==> src/sv/atrw_pkg.sv <==
package atrw_pkg;

    localparam int MAX_WINDOW  = 64;
    localparam int PRICE_BITS  = 32;

    localparam int PERIOD_BITS = 7;
    localparam int MINBAR_BITS = 12;
    localparam int BARS_BITS   = 12;
    localparam int CFG_BITS    = 12;
    localparam int CFG_INDEX_BITS = 1;

    localparam int IDX_BITS  = (MAX_WINDOW > 1) ? $clog2(MAX_WINDOW) : 1;
    localparam int K_BITS    = $clog2(MAX_WINDOW + 1);
    localparam int SUM_BITS  = PRICE_BITS + $clog2(MAX_WINDOW);
    localparam int DCNT_BITS = $clog2(SUM_BITS + 1);

    localparam logic [BARS_BITS-1:0] BARS_MAX = {BARS_BITS{1'b1}};

    localparam logic [CFG_INDEX_BITS-1:0] CFG_WINDOW_PERIOD = 1'b0;
    localparam logic [CFG_INDEX_BITS-1:0] CFG_MINIMUM_BARS  = 1'b1;

    localparam logic [PERIOD_BITS-1:0] WINDOW_PERIOD_RESET = 7'd14;
    localparam logic [MINBAR_BITS-1:0] MINIMUM_BARS_RESET  = 12'd15;

    typedef struct packed {
        logic [PRICE_BITS-1:0] high_value;
        logic [PRICE_BITS-1:0] low_value;
        logic [PRICE_BITS-1:0] close_value;
        logic                  start_series;
    } bar_t;

    typedef struct packed {
        logic [PRICE_BITS-1:0] average_range;
        logic                  range_valid;
    } result_t;

endpackage

==> src/sv/average_true_range_window.sv <==
// A bar passes through range, sum (serial ring read of the k averaged ranges,
// k = min(window_period capped at 64, bars - 1)) and a bit-serial divide; an invalid result skips both.
// A new bar is taken only in idle, once the last result has moved to the output register;
// result_stall holding that register delays this.
// Reset (rst_n, async, low) clears history, bar count and output valid, and loads
// window_period = 14, minimum_bars = 15. The range ring is not cleared.
module average_true_range_window (
    input  logic                                  clk,
    input  logic                                  rst_n,
    input  logic                                  cfg_write,
    input  logic [atrw_pkg::CFG_INDEX_BITS-1:0]   cfg_index,
    input  logic [atrw_pkg::CFG_BITS-1:0]         cfg_data,
    input  logic                                  bar_valid,
    output logic                                  bar_stall,
    input  atrw_pkg::bar_t                        bar,
    output logic                                  result_valid,
    input  logic                                  result_stall,
    output atrw_pkg::result_t                     result
);

    localparam int PB = atrw_pkg::PRICE_BITS;
    localparam int IB = atrw_pkg::IDX_BITS;
    localparam int KB = atrw_pkg::K_BITS;
    localparam int SB = atrw_pkg::SUM_BITS;
    localparam int DB = atrw_pkg::DCNT_BITS;
    localparam int BB = atrw_pkg::BARS_BITS;

    typedef enum logic [2:0] {
        ST_IDLE,
        ST_RANGE,
        ST_SUM,
        ST_DIVIDE,
        ST_DONE
    } state_t;

    state_t state_reg, state_next;

    logic [atrw_pkg::PERIOD_BITS-1:0] window_period_reg, window_period_next;
    logic [atrw_pkg::MINBAR_BITS-1:0] minimum_bars_reg, minimum_bars_next;

    logic [PB-1:0] prev_close_reg, prev_close_next;
    logic [BB-1:0] bars_reg, bars_next;
    logic [IB-1:0] pos_reg, pos_next;
    logic [IB-1:0] rd_ptr_reg, rd_ptr_next;
    logic [PB-1:0] span_reg, span_next;
    logic [PB-1:0] up_reg, up_next;
    logic [PB-1:0] down_reg, down_next;
    logic          tr_en_reg, tr_en_next;
    logic [KB-1:0] k_reg, k_next;
    logic [KB-1:0] issued_reg, issued_next;
    logic          rd_pend_reg, rd_pend_next;
    logic [SB-1:0] acc_reg, acc_next;
    logic [SB-1:0] div_reg, div_next;
    logic [KB-1:0] rem_reg, rem_next;
    logic [PB-1:0] quo_reg, quo_next;
    logic [DB-1:0] dcnt_reg, dcnt_next;
    atrw_pkg::result_t res_reg, res_next;
    atrw_pkg::result_t out_reg, out_next;
    logic          out_valid_reg, out_valid_next;

    logic [PB-1:0] ring [atrw_pkg::MAX_WINDOW];
    logic [PB-1:0] rd_data_reg;

    logic          accept;
    logic          ring_we;
    logic [PB-1:0] tr_value;
    logic [PB-1:0] tr_hl;
    logic [BB-1:0] bars_base;
    logic [BB-1:0] bars_m1;
    logic [KB-1:0] period_eff;
    logic          avg_ok;
    logic [KB:0]   trial;
    logic          q_bit;

    assign bar_stall    = (state_reg != ST_IDLE);
    assign accept       = bar_valid && !bar_stall;
    assign result_valid = out_valid_reg;
    assign result       = out_reg;

    always_comb
    begin
        tr_hl    = (span_reg > up_reg) ? span_reg : up_reg;
        tr_value = (down_reg > tr_hl) ? down_reg : tr_hl;
        ring_we  = (state_reg == ST_RANGE) && tr_en_reg;

        bars_base = bar.start_series ? '0 : bars_reg;
        bars_m1   = bars_reg - BB'(1);
        if (32'(window_period_reg) > 32'(atrw_pkg::MAX_WINDOW))
        begin
            period_eff = KB'(atrw_pkg::MAX_WINDOW);
        end
        else
        begin
            period_eff = KB'(window_period_reg);
        end
        avg_ok = tr_en_reg && (bars_reg >= minimum_bars_reg) && (period_eff != '0);

        trial = {rem_reg, div_reg[SB-1]};
        q_bit = (trial >= {1'b0, k_reg});

        state_next         = state_reg;
        window_period_next = window_period_reg;
        minimum_bars_next  = minimum_bars_reg;
        prev_close_next    = prev_close_reg;
        bars_next          = bars_reg;
        pos_next           = pos_reg;
        rd_ptr_next        = rd_ptr_reg;
        span_next          = span_reg;
        up_next            = up_reg;
        down_next          = down_reg;
        tr_en_next         = tr_en_reg;
        k_next             = k_reg;
        issued_next        = issued_reg;
        rd_pend_next       = 1'b0;
        acc_next           = acc_reg;
        div_next           = div_reg;
        rem_next           = rem_reg;
        quo_next           = quo_reg;
        dcnt_next          = dcnt_reg;
        res_next           = res_reg;
        out_next           = out_reg;
        out_valid_next     = out_valid_reg && result_stall;

        if (cfg_write)
        begin
            unique case (cfg_index)
                atrw_pkg::CFG_WINDOW_PERIOD:
                    window_period_next = cfg_data[atrw_pkg::PERIOD_BITS-1:0];
                atrw_pkg::CFG_MINIMUM_BARS:
                    minimum_bars_next = cfg_data[atrw_pkg::MINBAR_BITS-1:0];
                default:
                    ;
            endcase
        end

        unique case (state_reg)
            ST_IDLE:
            begin
                if (accept)
                begin
                    bars_next = (bars_base == atrw_pkg::BARS_MAX) ?
                                bars_base : bars_base + BB'(1);
                    if (bar.start_series)
                    begin
                        pos_next = '0;
                    end
                    tr_en_next = (bars_next >= BB'(2));
                    span_next  = (bar.high_value >= bar.low_value) ?
                                 bar.high_value - bar.low_value : '0;
                    up_next    = (bar.high_value >= prev_close_reg) ?
                                 bar.high_value - prev_close_reg :
                                 prev_close_reg - bar.high_value;
                    down_next  = (bar.low_value >= prev_close_reg) ?
                                 bar.low_value - prev_close_reg :
                                 prev_close_reg - bar.low_value;
                    prev_close_next = bar.close_value;
                    state_next      = ST_RANGE;
                end
            end
            ST_RANGE:
            begin
                if (tr_en_reg)
                begin
                    pos_next    = (32'(pos_reg) == atrw_pkg::MAX_WINDOW - 1) ?
                                  '0 : pos_reg + IB'(1);
                    rd_ptr_next = pos_reg;
                end
                if (32'(bars_m1) > 32'(period_eff))
                begin
                    k_next = period_eff;
                end
                else
                begin
                    k_next = KB'(bars_m1);
                end
                issued_next = '0;
                acc_next    = '0;
                if (avg_ok)
                begin
                    state_next = ST_SUM;
                end
                else
                begin
                    res_next   = '0;
                    state_next = ST_DONE;
                end
            end
            ST_SUM:
            begin
                if (issued_reg < k_reg)
                begin
                    rd_pend_next = 1'b1;
                    issued_next  = issued_reg + KB'(1);
                    rd_ptr_next  = (rd_ptr_reg == '0) ?
                                   IB'(atrw_pkg::MAX_WINDOW - 1) : rd_ptr_reg - IB'(1);
                end
                if (rd_pend_reg)
                begin
                    acc_next = acc_reg + SB'(rd_data_reg);
                end
                if ((issued_reg == k_reg) && !rd_pend_reg)
                begin
                    div_next   = acc_reg;
                    rem_next   = '0;
                    quo_next   = '0;
                    dcnt_next  = '0;
                    state_next = ST_DIVIDE;
                end
            end
            ST_DIVIDE:
            begin
                rem_next  = q_bit ? KB'(trial - {1'b0, k_reg}) : KB'(trial);
                quo_next  = {quo_reg[PB-2:0], q_bit};
                div_next  = {div_reg[SB-2:0], 1'b0};
                dcnt_next = dcnt_reg + DB'(1);
                if (dcnt_reg == DB'(SB - 1))
                begin
                    res_next.average_range = quo_next;
                    res_next.range_valid   = 1'b1;
                    state_next             = ST_DONE;
                end
            end
            ST_DONE:
            begin
                if (!out_valid_reg || !result_stall)
                begin
                    out_next       = res_reg;
                    out_valid_next = 1'b1;
                    state_next     = ST_IDLE;
                end
            end
            default:
                state_next = ST_IDLE;
        endcase
    end

    always_ff @(posedge clk or negedge rst_n)
    begin
        if (!rst_n)
        begin
            state_reg         <= ST_IDLE;
            window_period_reg <= atrw_pkg::WINDOW_PERIOD_RESET;
            minimum_bars_reg  <= atrw_pkg::MINIMUM_BARS_RESET;
            prev_close_reg    <= '0;
            bars_reg          <= '0;
            pos_reg           <= '0;
            rd_ptr_reg        <= '0;
            span_reg          <= '0;
            up_reg            <= '0;
            down_reg          <= '0;
            tr_en_reg         <= 1'b0;
            k_reg             <= '0;
            issued_reg        <= '0;
            rd_pend_reg       <= 1'b0;
            acc_reg           <= '0;
            div_reg           <= '0;
            rem_reg           <= '0;
            quo_reg           <= '0;
            dcnt_reg          <= '0;
            res_reg           <= '0;
            out_reg           <= '0;
            out_valid_reg     <= 1'b0;
        end
        else
        begin
            state_reg         <= state_next;
            window_period_reg <= window_period_next;
            minimum_bars_reg  <= minimum_bars_next;
            prev_close_reg    <= prev_close_next;
            bars_reg          <= bars_next;
            pos_reg           <= pos_next;
            rd_ptr_reg        <= rd_ptr_next;
            span_reg          <= span_next;
            up_reg            <= up_next;
            down_reg          <= down_next;
            tr_en_reg         <= tr_en_next;
            k_reg             <= k_next;
            issued_reg        <= issued_next;
            rd_pend_reg       <= rd_pend_next;
            acc_reg           <= acc_next;
            div_reg           <= div_next;
            rem_reg           <= rem_next;
            quo_reg           <= quo_next;
            dcnt_reg          <= dcnt_next;
            res_reg           <= res_next;
            out_reg           <= out_next;
            out_valid_reg     <= out_valid_next;
        end
    end

    // range ring: one write, one registered read per cycle
    always_ff @(posedge clk)
    begin
        if (ring_we)
        begin
            ring[pos_reg] <= tr_value;
        end
        rd_data_reg <= ring[rd_ptr_reg];
    end

    a_rem_below_divisor: assert property (@(posedge clk) disable iff (!rst_n)
        (state_reg == ST_DIVIDE) |-> ({1'b0, rem_reg} < {1'b0, k_reg}))
        else $error("divide remainder not below window count");

    a_issue_bounded: assert property (@(posedge clk) disable iff (!rst_n)
        (state_reg == ST_SUM) |-> (issued_reg <= k_reg) && (k_reg != '0))
        else $error("ring reads exceed window count");

    a_invalid_is_zero: assert property (@(posedge clk) disable iff (!rst_n)
        (result_valid && !result.range_valid) |-> (result.average_range == '0))
        else $error("invalid result carries nonzero average");

    a_taken_drops: assert property (@(posedge clk) disable iff (!rst_n)
        (result_valid && !result_stall && (state_reg != ST_DONE)) |=> !result_valid)
        else $error("result repeated after transaction");

endmodule

==> config.mk <==
export PLATFORM = sky130hd
export DESIGN_NAME = average_true_range_window
export DESIGN_NICKNAME = d
export VERILOG_FILES = /design/src/sv/atrw_pkg.sv /design/src/sv/average_true_range_window.sv
export SDC_FILE = /design/constraint.sdc
export NUM_CORES = 2
export LEC_CHECK = 0
export BUFFER_PORTS_ARGS = -buffer_cell sky130_fd_sc_hd__buf_4
export CAP_MARGIN = 25
export CORE_ASPECT_RATIO = 1.2
export CORE_MARGIN = 1
export CORE_UTILIZATION = 63
export CTS_BUF_LIST = sky130_fd_sc_hd__clkbuf_16
export CTS_CLUSTER_SIZE = 14
export DETAILED_ROUTE_END_ITERATION = 10
export PLACE_DENSITY = 0.8
export SYNTH_ARGS = -nofsm -noshare
export SYNTH_HDL_FRONTEND = slang
export SYNTH_SLANG_ARGS = --single-unit
==> constraint.sdc <==
create_clock -name clk -period 8.9 [get_ports clk]
set_clock_uncertainty 0.15 [all_clocks]
set_input_delay 1.78 -clock clk [delete_from_list [all_inputs] [get_ports clk]]
set_output_delay 1.78 -clock clk [all_outputs]
set_load 0.01 [all_outputs]
* Yosys cells after proc, flatten, opt, wreduce, memory -nomap -nowiden
Memory sizes are Yosys's and may differ from the RTL's. A register that Yosys moved wholly into a read port is not among the register bits.
Cells that the tools add are included.
** Storage, ports and cells
- Register bits :: 377
- Memory bits (writable) :: 2048
- Bits of input ports :: 115
- Output and inout bits :: 35
- Memories :: 1
** Memories
- ring :: words 64, bits a word 32, read ports 1, clocked after memory_dff 1, wr ports 1, RTL line average_true_range_window.sv:61 : logic [PB-1:0] ring [atrw_pkg::MAX_WINDOW];
** Cells by class
- Add/subtract/negate cells :: 13
- Order comparisons :: 11
- Equal/unequal tests :: 17
- Mux-type cells :: 46
- Bitwise operators :: 1
- Reduce and logical (&&, ||, !) cells :: 30
** Operators by type and width (number)
- two-way mux 32 bit :: 5
- subtractor 32 bit :: 5
- case mux 38 bit (2 select lines) :: 2
- greater-or-equal comparator 32 bit :: 3
- two-way mux 38 bit :: 2
- two-way mux 33 bit :: 2
- case mux 33 bit (2 select lines) :: 1
- greater-than comparator 32 bit :: 2
- case mux 31 bit (2 select lines) :: 1
- two-way mux 6 bit :: 8
- adder 38 x 32 -> 38 bit :: 1
- case mux 6 bit (2 select lines) :: 3
- two-way mux 7 bit :: 5
- two-way mux 31 bit :: 1
- case mux 7 bit (2 select lines) :: 2
- two-way mux 12 bit :: 2
- inequality test 2 bit (second input constant) :: 9
- two-way mux 3 bit :: 5
- case mux 3 bit (5 select lines) :: 1
- AND reduction 2 bit :: 7
- adder 12 x 1 -> 12 bit (second input constant) :: 1
- adder 6 x 1 -> 6 bit (second input constant) :: 2
- == test 12 bit (second input constant) :: 1
- == test 6 bit (second input constant) :: 2
- 26 further kinds :: 45

* Logic depth before layout (Yosys ltp)
- Depth after elaboration :: 6
- Gate-level depth with buffers :: 24
- Mapped depth without buffers :: 22

* Worst setup path after synthesis
No wires, ideal clock.
- Path kind :: flip-flop to flip-flop
- From :: register span_reg[5]
- To :: memory ring[0][10] (netlist name), data pin
- Library setup time :: 563 ps
- Arrival time :: 5913 ps
- Required time :: 8187 ps
- Setup slack :: 2274 ps
- Stages on the path, launching flop included :: 23
- Path buffers :: 2
- Clock period less this slack :: 6626 ps
- Cells stage by stage :: dfrtp_1 -> ha_1 -> a21o_1 -> a21o_1 -> a21oi_1 -> o21ai_0 -> a21o_1 -> a221oi_1 -> a31oi_1 -> buf_2 -> mux2i_1 -> ha_1 -> a21o_1 -> a21oi_1 -> nor2b_1 -> o21ai_0 -> nand2_1 -> a221o_1 -> a21oi_1 -> o22ai_1 -> o21ai_1 -> buf_2 -> mux2i_1
** Between the ends
- Cells in the longest elaborated chain, start to end :: 4
** RTL lines
- start, declared :: RTL line average_true_range_window.sv:45 : logic [PB-1:0] span_reg, span_next;
- start signal, assigned :: RTL line average_true_range_window.sv:273 : span_reg <= span_next;
- greater-than comparator 32 bit :: RTL line average_true_range_window.sv:82 : tr_hl = (span_reg > up_reg) ? span_reg : up_reg;
- two-way mux 32 bit * :: RTL line average_true_range_window.sv:82
- greater-than comparator 32 bit :: RTL line average_true_range_window.sv:83 : tr_value = (down_reg > tr_hl) ? down_reg : tr_hl;
- two-way mux 32 bit * :: RTL line average_true_range_window.sv:83
- via tr_value[10] :: RTL line average_true_range_window.sv:66 : logic [PB-1:0] tr_value;
- end, declared :: RTL line average_true_range_window.sv:61
Mark *: on every way through the listed nets, which the timed path passes. The rest lies on a longest branch.

* Worst setup path after layout
- From :: register span_reg[1]
- To :: memory ring[14][17] (netlist name), data pin
Same word-level chain as after synthesis.

==> run metrics <==
status=finished clean; critical path class=reg -> reg; CTS clk-pin slew, worst paths=60 ps; commonest non-fill, non-tap cell in the layout=edfxtp_1; final instance area=120000 sq um; row count=166; Final Cycle Share=80.3%; Slew HR=23.0%; Die Area=173000 sq um; final setup fails=0; DP Area=113000 sq um; Worst Path Max Fanout=33; WL final=323 mm; Worst Setup Start Kind=register; Max rail drop VDD=0.435 mV; drt drc=0; TNS Setup=0 ps; CTS sink count=2457; Longest Clk Path Bufs=3; async set-reset flop share out of synthesis=15.3%; commonest cells after routing, fill and taps aside=2048 x edfxtp_1, 514 x a21oi_1, 411 x mux2i_1; Final WS setup=1760 ps; Syn Nets=7698; Tmin final=7140 ps; CTS tree=built; Arrival @ worst endpoint=7660 ps; post-CTS sizing=0; Place WS=1670 ps; IO Count=150; total gr overflow=0; Core ar.=171000 sq um; Vias/cell=7.04; GPL Wtd Cong=0.924; fill cell count=10600; worst skew pair latency=890 ps; register area=71600 sq um; # hold bufs at CTS=0; Port-buffer cells=149; root buffer cell=clkbuf_16; GRT Util Overall=36.9%; Req. time, crit path=9420 ps; number of synthesized flops with an enable pin=2048; largest net degree at the start of global routing=172; max-slew violation count=0; CTS buffer count=220; vias in the first global route=68100; htree depth=4; first-pass GRT wire length=461 mm; Die Y=456 um; Initial DRC Count=9882; Hold Path Class=reg -> reg; final hold vios=0; Post-Syn Area=108000 sq um; max reg flops=2048; post-synthesis cell type count=93; final hold slack=321 ps; wire length per cell=32.7 um; Final ANT Viol Nets=0; starting density of the core=63.4%; initial antenna violation count=6; synthesized area per cell=14.9 sq um; share of layout cells above drive strength 1=16.4%; P&R area growth vs syn=10.8%; total power=45.5 mW; drt pass-1 iters=6; Vias=69500; postcts setup bufs=0; warning count from the yosys run=0; multi-input logic area=35000 sq um; max-cap viol count=0; Synth Instances=7281; nets=7833; dpl hpwl=177 mm; fmax=140 MHz; Least-Margin Pin Slew=1150 ps; ys flop type=edfxtp_1; register area share after synthesis=66.2%; chip width=380 um; RSZ-0062 raised after global routing=false; Setup crit end kind=register; Yosys reg bits=2457; Power Dens Cells=379 nW/um^2; leakage=43.1 nW
## per-stage QoR
stage | util, % | cells
CTS | 70.2 | 9855
detailed placement | 66.2 | 9455
global placement | 66.1 | 9447
global route | 70.3 | 9863
floorplan | - | 7281
finish | 70.3 | 9869
## power breakdown
part | internal, mW | switching (mW)
registers | 17.8 | 0.821
clock network | 4.90 | 4.23
logic | 5.60 | 12.1
total | 28.3 | 17.1
## routing by layer
layer | part of all wire (%) | track usage [%] | wire (um) | vias to the layer above
met2 | 47 | 58.4 | 151000 | 5517
met4 | 6.7 | 20.6 | 21700 | 2
li1 | - | - | - | 28500
met1 | 34 | 46.7 | 109000 | 34200
met3 | 13 | 9.71 | 41700 | 1185
met5 | 0.0040 | 0 | 13 | -
## worst max-delay path, stage by stage, from the launching register on
cell and delay (ps):
dfrtp_1 400, ha_1 310, nor2b_1 120, o21ai_0 80, nand2b_1 80, a21oi_1 60
o21ai_0 320, a21o_1 220, a221oi_1 120, a31oi_4 740, buf_4 360, mux2i_1 410
ha_1 320, a21o_1 160, a21o_1 170, a21oi_1 140, nand2_1 90, a221o_1 360
a21oi_1 200, o22ai_1 140, o21ai_4 260, buf_12 320, mux2i_4 920, buf_4 440
## worst paths after layout
path / from / end / slack (ps) / cells after the start
worst min register to register: quo_reg[28] / quo_reg[28] / 320 / 1
worst max-delay path: span_reg[1] / ring[14][17] / 1760 / 23
worst max register to register: span_reg[1] / ring[14][17] / 1760 / 23
worst min-delay path: quo_reg[28] / quo_reg[28] / 320 / 1
max in group asynchronous: rst_n / up_reg[8] / 6440 / 2
min in group asynchronous: rst_n / prev_close_reg[3] / 690 / 1
## cells in the mapped netlist (7+ instances only)
| library cell | instances | area share [%] |
|---|---|---|
| edfxtp_1 | 2048 | 57 |
| a21oi_1 | 515 | 2.4 |
| mux2i_1 | 442 | 4.1 |
| dfrtp_1 | 370 | 8.6 |
| o21ai_0 | 365 | 1.7 |
| nand2_1 | 361 | 1.3 |
| nor2_1 | 302 | 1.0 |
| mux4_2 | 296 | 6.2 |
| ha_1 | 295 | 3.4 |
| clkbuf_1 | 250 | 0.87 |
| inv_1 | 233 | 0.81 |
| mux2_2 | 198 | 2.1 |
| a21o_1 | 173 | 1.2 |
| o22ai_1 | 122 | 0.71 |
| o221ai_1 | 119 | 0.96 |
| nor3_1 | 109 | 0.50 |
| buf_2 | 106 | 0.49 |
| nand3_1 | 105 | 0.49 |
| xnor2_1 | 79 | 0.64 |
| a31oi_1 | 76 | 0.44 |
| a211oi_1 | 65 | 0.45 |
| and3_1 | 57 | 0.33 |
| xor2_1 | 53 | 0.43 |
| buf_1 | 49 | 0.17 |
| nor2b_1 | 49 | 0.28 |
| nand4_1 | 38 | 0.22 |
| o21bai_1 | 35 | 0.24 |
| o31ai_1 | 33 | 0.23 |
| dfxtp_1 | 32 | 0.59 |
| o21a_1 | 30 | 0.21 |
| o21ai_1 | 25 | 0.12 |
| nand2b_1 | 24 | 0.14 |
| o211ai_1 | 16 | 0.11 |
| or3_1 | 16 | 0.093 |
| a22o_1 | 15 | 0.12 |
| nand3b_1 | 12 | 0.083 |
| a211o_1 | 11 | 0.089 |
| and2_1 | 10 | 0.058 |
| and4_1 | 8 | 0.065 |
| or2_2 | 8 | 0.046 |
| dfstp_2 | 7 | 0.17 |
| fa_1 | 7 | 0.13 |
## cell families (layout without fill, tap and decap cells)
group / count (synthesis) / in the layout / share of synthesized area [%]
multiplexers: 940 / 940 / 12.4
buffers and inverters: 645 / 958 / 2.39
AND/OR/NAND/NOR: 1134 / 1134 / 4.86
flip-flops: 2457 / 2457 / 66.2
adder cells (fa/ha/maj): 302 / 302 / 3.54
XOR/XNOR: 132 / 132 / 1.07
AO/OA/AOI/OAI: 1671 / 1671 / 9.62
other: 0 / 7 / 0
## cell type report
class | count | area share (%)
repair buffers | 325 | 2.32
flip-flops and latches | 2457 | 59.7
clock inverters | 174 | 0.964
well taps | 2268 | 2.37
multi-input cells | 4179 | 29.2
inverters | 233 | 0.729
diodes | 7 | 0.0146
clock buffers | 226 | 4.72
(Power assumes the default switching activity.)
